## src/sv/owb_pkg.sv

```systemverilog
`default_nettype none

package owb_pkg;

	localparam int unsigned TickW = 9;

	typedef enum logic [1:0] {
		OP_TICK  = 2'd0,
		OP_RESET = 2'd1,
		OP_WRITE = 2'd2,
		OP_READ  = 2'd3
	} owb_op_t;

	localparam logic [TickW-1:0] T_RST_LOW  = 9'd480;
	localparam logic [TickW-1:0] T_RST_REL  = 9'd70;
	localparam logic [TickW-1:0] T_RST_WAIT = 9'd410;
	localparam logic [TickW-1:0] T_WR1_LOW  = 9'd6;
	localparam logic [TickW-1:0] T_WR1_REL  = 9'd58;
	localparam logic [TickW-1:0] T_WR0_LOW  = 9'd60;
	localparam logic [TickW-1:0] T_WR0_REL  = 9'd10;
	localparam logic [TickW-1:0] T_RD_LOW   = 9'd6;
	localparam logic [TickW-1:0] T_RD_SAMP  = 9'd9;
	localparam logic [TickW-1:0] T_RD_REC   = 9'd55;

	typedef struct packed {
		logic [1:0] opcode;
		logic [7:0] data_byte;
		logic       bus_level;
	} owb_in_t;

	typedef struct packed {
		logic       drive_low;
		logic       busy_res;
		logic       done_res;
		logic [7:0] read_data;
		logic       presence;
		logic       rejected;
	} owb_out_t;

endpackage

`default_nettype wire

```

## src/sv/owb_seq.sv

```systemverilog
`default_nettype none

module owb_seq (
	input  wire               clk,
	input  wire               arst_n,
	input  wire               step,
	input  owb_pkg::owb_in_t  req,
	output owb_pkg::owb_out_t rslt
);
	import owb_pkg::*;

	typedef enum logic [3:0] {
		PH_IDLE     = 4'd0,
		PH_RST_LOW  = 4'd1,
		PH_RST_REL  = 4'd2,
		PH_RST_WAIT = 4'd3,
		PH_WR_LOW   = 4'd4,
		PH_WR_REL   = 4'd5,
		PH_RD_LOW   = 4'd6,
		PH_RD_SAMP  = 4'd7,
		PH_RD_REC   = 4'd8
	} phase_t;

	phase_t           phase_q, phase_d;
	logic [TickW-1:0] tick_q, tick_d, tick_inc, seg_len;
	logic [2:0]       bit_q, bit_d;
	logic [7:0]       shift_q, shift_d;
	logic [7:0]       rd_q, rd_d;
	logic             pres_q, pres_d;
	owb_op_t          kind_q, kind_d;
	logic             done, rej;

	always_comb begin
		case (phase_q)
			PH_RST_LOW:  seg_len = T_RST_LOW;
			PH_RST_REL:  seg_len = T_RST_REL;
			PH_RST_WAIT: seg_len = T_RST_WAIT;
			PH_WR_LOW:   seg_len = shift_q[0] ? T_WR1_LOW : T_WR0_LOW;
			PH_WR_REL:   seg_len = shift_q[0] ? T_WR1_REL : T_WR0_REL;
			PH_RD_LOW:   seg_len = T_RD_LOW;
			PH_RD_SAMP:  seg_len = T_RD_SAMP;
			PH_RD_REC:   seg_len = T_RD_REC;
			default:     seg_len = TickW'(1);
		endcase
	end

	assign tick_inc = tick_q + TickW'(1);

	always_comb begin
		phase_d = phase_q;
		tick_d  = tick_q;
		bit_d   = bit_q;
		shift_d = shift_q;
		rd_d    = rd_q;
		pres_d  = pres_q;
		kind_d  = kind_q;
		done    = 1'b0;
		rej     = 1'b0;
		if (owb_op_t'(req.opcode) != OP_TICK) begin
			if (phase_q != PH_IDLE) begin
				rej = 1'b1;
			end else begin
				kind_d = owb_op_t'(req.opcode);
				tick_d = '0;
				bit_d  = '0;
				case (owb_op_t'(req.opcode))
					OP_RESET: begin
						pres_d  = 1'b0;
						phase_d = PH_RST_LOW;
					end
					OP_WRITE: begin
						shift_d = req.data_byte;
						phase_d = PH_WR_LOW;
					end
					default: begin
						shift_d = '0;
						phase_d = PH_RD_LOW;
					end
				endcase
			end
		end else if (phase_q != PH_IDLE) begin
			tick_d = tick_inc;
			if (tick_inc >= seg_len) begin
				tick_d = '0;
				case (phase_q)
					PH_RST_LOW: phase_d = PH_RST_REL;
					PH_RST_REL: begin
						if (!req.bus_level) begin
							pres_d  = 1'b1;
							phase_d = PH_RST_WAIT;
						end else begin
							pres_d  = 1'b0;
							phase_d = PH_IDLE;
							done    = 1'b1;
						end
					end
					PH_WR_LOW: phase_d = PH_WR_REL;
					PH_WR_REL: begin
						shift_d = {1'b0, shift_q[7:1]};
						bit_d   = bit_q + 3'd1;
						if (bit_q == 3'd7) begin
							phase_d = PH_IDLE;
							done    = 1'b1;
						end else begin
							phase_d = PH_WR_LOW;
						end
					end
					PH_RD_LOW: phase_d = PH_RD_SAMP;
					PH_RD_SAMP: begin
						shift_d = {req.bus_level, shift_q[7:1]};
						phase_d = PH_RD_REC;
					end
					PH_RD_REC: begin
						bit_d = bit_q + 3'd1;
						if (bit_q == 3'd7) begin
							rd_d    = shift_q;
							phase_d = PH_IDLE;
							done    = 1'b1;
						end else begin
							phase_d = PH_RD_LOW;
						end
					end
					default: begin
						phase_d = PH_IDLE;
						done    = 1'b1;
					end
				endcase
			end
		end
	end

	always_comb begin
		rslt.drive_low = (phase_d == PH_RST_LOW) || (phase_d == PH_WR_LOW) ||
			(phase_d == PH_RD_LOW);
		rslt.busy_res  = (phase_d != PH_IDLE);
		rslt.done_res  = done;
		rslt.read_data = rd_d;
		rslt.presence  = pres_d;
		rslt.rejected  = rej;
	end

	always_ff @(posedge clk or negedge arst_n) begin
		if (!arst_n) begin
			phase_q <= PH_IDLE;
			tick_q  <= '0;
			bit_q   <= '0;
			shift_q <= '0;
			rd_q    <= '0;
			pres_q  <= 1'b0;
			kind_q  <= OP_TICK;
		end else if (step) begin
			phase_q <= phase_d;
			tick_q  <= tick_d;
			bit_q   <= bit_d;
			shift_q <= shift_d;
			rd_q    <= rd_d;
			pres_q  <= pres_d;
			kind_q  <= kind_d;
		end
	end

endmodule

`default_nettype wire

```

## src/sv/owb_out_reg.sv

```systemverilog
`default_nettype none

module owb_out_reg (
	input  wire               clk,
	input  wire               arst_n,
	input  wire               load,
	input  owb_pkg::owb_out_t rslt,
	output logic              out_valid,
	input  wire               out_ready,
	output owb_pkg::owb_out_t out_data,
	output logic              space
);
	import owb_pkg::*;

	logic valid_q;

	// room for a new request when no result is held or the held result leaves this cycle
	assign space     = !valid_q || out_ready;
	assign out_valid = valid_q;

	always_ff @(posedge clk or negedge arst_n) begin
		if (!arst_n) begin
			valid_q <= 1'b0;
		end else if (load) begin
			valid_q <= 1'b1;
		end else if (out_ready) begin
			valid_q <= 1'b0;
		end
	end

	always_ff @(posedge clk) begin
		if (load) begin
			out_data <= rslt;
		end
	end

endmodule

`default_nettype wire

```

## src/sv/one_wire_bus_master.sv

```systemverilog
// channel  direction  handshake              payload
// in       to block   in_valid / in_ready    in_data  (owb_pkg::owb_in_t)
// out      from block out_valid / out_ready  out_data (owb_pkg::owb_out_t)
//
// One request a cycle while in_ready is high; its result is registered and offered the next cycle.
// The sequencer state updates on the accepting edge, so the only latency is
// the result register. in_ready is low only while a result is held and
// out_ready is low. arst_n clears the sequencer to idle and empties the
// result register.
`default_nettype none

module one_wire_bus_master (
	input  wire               clk,
	input  wire               arst_n,
	input  wire               in_valid,
	output logic              in_ready,
	input  owb_pkg::owb_in_t  in_data,
	output logic              out_valid,
	input  wire               out_ready,
	output owb_pkg::owb_out_t out_data
);
	import owb_pkg::*;

	owb_out_t rslt;
	logic     space;
	logic     step;

	assign in_ready = space;
	assign step     = in_valid && space;

	owb_seq u_seq (
		.clk    (clk),
		.arst_n (arst_n),
		.step   (step),
		.req    (in_data),
		.rslt   (rslt)
	);

	owb_out_reg u_out (
		.clk       (clk),
		.arst_n    (arst_n),
		.load      (step),
		.rslt      (rslt),
		.out_valid (out_valid),
		.out_ready (out_ready),
		.out_data  (out_data),
		.space     (space)
	);

endmodule

`default_nettype wire

```

## config.mk

```make
export PLATFORM = sky130hd
export DESIGN_NAME = one_wire_bus_master
export DESIGN_NICKNAME = d
export VERILOG_FILES = /design/src/sv/owb_pkg.sv /design/src/sv/owb_seq.sv /design/src/sv/owb_out_reg.sv /design/src/sv/one_wire_bus_master.sv
export SDC_FILE = /design/constraint.sdc
export NUM_CORES = 1
export LEC_CHECK = 0
export ABC_AREA = 1
export ABC_CLOCK_PERIOD_IN_PS = 3200
export BUFFER_PORTS_ARGS = -buffer_cell sky130_fd_sc_hd__buf_4
export CORE_MARGIN = 5
export CORE_UTILIZATION = 59
export CTS_CLUSTER_DIAMETER = 30
export DETAILED_ROUTE_END_ITERATION = 8
export HOLD_SLACK_MARGIN = 0.02
export PLACE_DENSITY = 0.8
export SLEW_MARGIN = 20
export SYNTH_ARGS = -nofsm -noshare
export SYNTH_HDL_FRONTEND = slang
export SYNTH_SLANG_ARGS = --single-unit
```

## constraint.sdc

```tcl
create_clock -name clk -period 3.2 [get_ports clk]
set_clock_uncertainty 0.15 [all_clocks]
set_input_delay 0.48 -clock clk [delete_from_list [all_inputs] [get_ports clk]]
set_output_delay 0.48 -clock clk [all_outputs]
set_load 0.005 [all_outputs]
```

* Word level (Yosys, flattened, before mapping)
Cells that the tools add are included.
** Storage, ports and cells
- Register bits after elaboration :: 47
- Bits of input ports :: 15
- Output and inout port bits :: 15
- Logic and storage cells :: 98
** Cells by class
- $add $sub $neg :: 2
- Order comparisons :: 1
- Equality and inequality tests :: 16
- Muxes and demuxes :: 45
- Bitwise logic cells :: 2
- Reductions and logical operators :: 19
** Operators with widths (count)
- 8-bit 2-to-1 mux :: 9
- 9-bit one-hot mux with 8 select lines :: 1
- 9-bit 2-to-1 mux :: 4
- 8-bit one-hot mux with 2 select lines :: 2
- 4-bit one-hot mux with 7 select lines :: 1
- 4-bit by 3-bit == test with 1-bit output, second input constant :: 6
- 3-bit 2-to-1 mux :: 7
- 4-bit 2-to-1 mux :: 4
- 1-bit 2-to-1 mux :: 12
- 6-bit 2-to-1 mux :: 2
- 2-bit nonzero test :: 5
- 9-bit by 1-bit adder with 9-bit output, second input constant :: 1
- 9-bit >= comparator :: 1
- 4-bit by 1-bit == test with 1-bit output, second input constant :: 2
- 4-bit by 2-bit == test with 1-bit output, second input constant :: 2
- 4-bit nonzero test :: 2
- 3-bit one-hot mux with 2 select lines :: 1
- 6-bit AND reduction :: 1
- 5-bit AND reduction :: 1
- 4-bit == test, second input constant :: 1
- 4-bit OR reduction :: 1
- 3-bit by 1-bit adder with 3-bit output, second input constant :: 1
- 3-bit == test, second input constant :: 1
- 1-bit logical OR :: 3
- 13 further kinds :: 14

* Logic depth before layout (Yosys ltp)
- Word-level depth :: 9
- Gate-level depth with buffers :: 21
- Depth with buffers taken out :: 20

* Modules after synthesis
A second synthesis with hierarchy kept.
** Second synthesis, totals
- Cells, all modules :: 366
- Area total of the unflattened synthesis :: 2920.3 sq um
** Modules (own cells, without submodules)
- owb_seq :: times used 1, cells each 346, area an instance 2477.4 sq um, sequential area each 825.8 sq um
- owb_out_reg :: times used 1, cells each 18, area an instance 435.4 sq um, sequential area each 415.4 sq um
- one_wire_bus_master :: times used 1, cells each 2, area an instance 7.5 sq um, sequential area each 0.0 sq um

* Worst setup path before layout
Ideal clock, no wire load.
- Path type :: reg2reg
- Start point :: reg u_seq.tick_q[0]
- End point :: reg u_out.out_data[2] (netlist name)
- Setup time :: 254 ps
- Arrival time :: 2361 ps
- Required time :: 2796 ps
- Setup slack :: 435 ps
- Stages on the path, launching flop included :: 17
- Buffers on the path :: 1
- Clock period less this slack :: 2765 ps
- Cells stage by stage :: dfrtp_1 -> ha_1 -> nand2_1 -> inv_1 -> nand4_1 -> nor2_1 -> nand2_1 -> xor2_1 -> inv_1 -> ha_1 -> nand2_1 -> o21a_2 -> nand2_2 -> nand4_4 -> buf_6 -> o21ai_2 -> inv_1
** RTL lines
- from (decl) :: line owb_seq.sv:25 : logic [TickW-1:0] tick_q, tick_d, tick_inc, seg_len;
- from (signal assigned) :: line owb_seq.sv:153 : tick_q <= tick_d;

==> out/results.tsv <==
stage	metric	value	unit
sta	max_slew headroom	64.2	%
sta	final worst-path cycle share	93.0	%
logic_synthesis	Seq/Total Area, Yosys	41.3	%
logic_synthesis	Mapped Area	0.00301	mm2
worst_hold_path	Hold Crit Depth	4	
floorplanning	I/O Pins	30	
cells_and_area	Nets	430	
setup_path	Worst EP arrival	2.90	ns
drt	DRC	0	
drt	Routed WL per cell	14.5	um
sta	setup violators final	0	
status	status	complete, no violations	
cells_and_area	Final Util	68.7	%
power	Static Leak	1.75	nW
cells_and_area	commonest non-fill, non-tap cell in the layout	nand2_1	
power	PD cells	826	mW/mm2
sta	hold slack final	0.308	ns
cells_and_area	Fill cells	410	
setup_path	Reg2Reg Depth	16	
cts	H-Tree Depth	2	
sta	Worst-Margin Slew	0.535	ns
sta	Final Hold Viols	0	
floorplanning	floorplan core area	0.00504	mm2
drt	Starting DRT DRC Count	180	
drt	remaining antenna violation count	0	
cts	CTS tree	yes	
global_route	vias in the first global route	2303	
cells_and_area	Area Overhead vs Synth	15.2	%
floorplanning	Starting Density	59.7	%
setup_path	CP required	3.12	ns
logic_synthesis	post-synth top area cell	dfrtp_1	
global_route	initial antenna violation count	0	
placement	Detailed Place HPWL	4820	um
sta	highest clock rate	336	MHz
setup_path	Crit Path Max Fanout	8	
setup_path	Setup Crit Path Kind	register to register	
setup_path	worst r2r src	u_seq.phase_q[1]	
drt	routed via count	2532	
setup_path	Critical R2R Capture	u_out.out_data[4]	
sta	Slew Limit Fails	0	
cts	Clk pin slew, worst setup/hold paths	0.10	ns
sta	Period minus WS final	2.98	ns
logic_synthesis	syn avg cell area	8.36	um2
global_route	total track usage	21.2	%
cts	CTS Buf Count	5	
global_route	grt total ovfl	0	
setup_path	Startpoint Class	register	
logic_synthesis	Synth top area share	28.3	%
logic_synthesis	#FFs+latches synth	47	
cells_and_area	commonest non-fill, non-tap cells in the layout	nand2_1 (78), inv_1 (50), buf_4 (37), dfrtp_1 (30), o21ai_0 (26)	
cts	Max Root-Sink Buffers	2	
setup_path	worst setup path start	u_seq.phase_q[1]	
cells_and_area	ANT cells	0	
logic_synthesis	Mapped Nets	392	
floorplanning	num rows	26	
flow_run	max cap viols	0	
floorplanning	Die X	81.4	um
cts	Root Buffer	clkbuf_8	
drt	TritonRoute pass-1 iters	4	
drt	drt via density	5.40	
floorplanning	DIE AREA	0.00663	mm2
cells_and_area	share of post-route cells with drive strength above 1	27.1	%
worst_hold_path	Hold Crit Class	primary input to register	
worst_hold_path	Min-Delay Startpoint	out_ready	
setup_path	flop-to-flop setup slack	0.22	ns
floorplanning	die height	81.4	um
power	IR drop worst, VDD	0.486	mV
logic_synthesis	Area contributors post-synth	dfrtp_1 (28%), edfxtp_1 (13%), nand2_1 (9.9%)	
drt	Total Wirelength	6790	um
worst_hold_path	Hold Path End	u_out.out_valid	
logic_synthesis	Distinct cells, synth	40	
global_route	first-pass GRT wire length	10800	um
cts	Clock Sinks	47	
logic_synthesis	Synth Instances	360	
placement	port bufs	29	
placement	GP Congestion	0.958	
setup_path	CP Capture Type	register	
logic_synthesis	YS warnings	0	
cts	clock latency on the worst-skew pair	0.31	ns
global_route	largest net degree at the start of global routing	35	
==> kinds of logic (layout without fill, tap and decap cells) <==
kind of cell / Yosys count / count (layout) / share of synthesized area (%)
buffers and inverters: 71 / 108 / 10.6
adders and majority gates: 17 / 17 / 7.07
AOI/OAI and AO/OA: 79 / 79 / 16.9
and+or+nand+nor: 141 / 143 / 22.6
DFF: 47 / 47 / 41.3
xor gates and xnor gates: 4 / 4 / 1.16
muxes: 1 / 1 / 0.333
==> registers in the layout (all words and copies together) (netlist names) <==
register / cells
u_seq.tick_q: 9
u_out.out_valid: 1
u_seq.shift_q: 8
u_seq.rd_q: 8
u_out.out_data: 13
u_seq.pres_q: 1
u_seq.bit_q: 3
u_seq.phase_q: 4
==> how the worst max path moves through the flow <==
| stage | endpoint | slack, ns | depth (start not counted) |
|---|---|---|---|
| after floorplan | u_out.out_data[2] | 0.44 | 16 |
| after global placement | u_out.out_data[6] | 0.06 | 15 |
| after detailed placement | u_out.out_data[4] | 0.006 | 15 |
| after CTS | u_out.out_data[4] | 0.003 | 15 |
| after global routing | u_out.out_data[12] | -0.02 | 18 |
| final | u_out.out_data[4] | 0.22 | 16 |
==> stage by stage <==
step | cell area, um2 | instances | setup TNS, ns | setup WS (ns) | total power, W
final | 3460 | 469 | 0 | 0.223 | 0.00286
after global routing | 3460 | 469 | -0.0320 | -0.0224 | 0.00309
after CTS | 3370 | 461 | 0 | 0.00347 | 0.00274
after detailed placement | 3240 | 452 | 0 | 0.00632 | 0.00229
after global placement | 3240 | 452 | 0 | 0.0594 | 0.00226
after floorplan | 3010 | 360 | 0 | 0.435 | 0.00196
==> cell type report <==
type,count,area (um2),area share (%)
multi-input combinational,244,1490,43.0
clock inverter,3,46.3,1.34
timing repair buffer,38,288,8.31
inverter,62,238,6.86
clock buffer,5,68.8,1.99
sequential,47,1250,36.0
tap,70,87.6,2.53
==> per-layer routing <==
metal | global-route usage, % | part of all wire [%]
met3 | 3.33 | 5.7
met4 | 7.26 | 1.8
met1 | 29.3 | 46
met5 | 0 | 0
met2 | 33.8 | 47
==> Yosys cell counts (all sizes together) <==
| cell | count |
|---|---|
| a21oi | 9 |
| o2111ai | 1 |
| xor2 | 4 |
| o21ai | 59 |
| mux2i | 1 |
| clkinv | 2 |
| dfrtp | 34 |
| o31ai | 2 |
| nand3 | 20 |
| a31oi | 2 |
| o21a | 1 |
| clkbuf | 5 |
| a22oi | 1 |
| buf | 4 |
| nor2 | 22 |
| nand2 | 94 |
| ha | 17 |
| nor3 | 2 |
| edfxtp | 13 |
| o211ai | 1 |
| nand4 | 2 |
| nand3b | 1 |
| inv | 60 |
| o22ai | 3 |
==> what timing repair did <==
action                     4_1_cts  5_1_grt
hold endpoints to repair        34        0
setup buffers                    0        6
hold buffers                     1        0
setup endpoints to repair        0       26
gates resized for setup          0       10
==> power breakdown <==
part           internal (W)  switching [W]  leakage (nW)
clock network      0.000235       0.000214        0.0548
logic              0.000540       0.000908          1.12
registers          0.000806       0.000160         0.576
==> worst max-delay path: stages, from the launching register on <==
cell	delay, ns
dfrtp_2	0.49
nor2_4	0.20
nand3_4	0.14
inv_4	0.13
nor3_1	0.08
o21ai_0	0.08
nand3_1	0.11
ha_1	0.29
inv_1	0.04
nand2_1	0.06
nand2_1	0.05
nand3_1	0.09
nand2_2	0.15
nand2_4	0.14
nand4_4	0.22
o21ai_2	0.23
inv_1	0.07
Power figures use the tool's default switching activity.
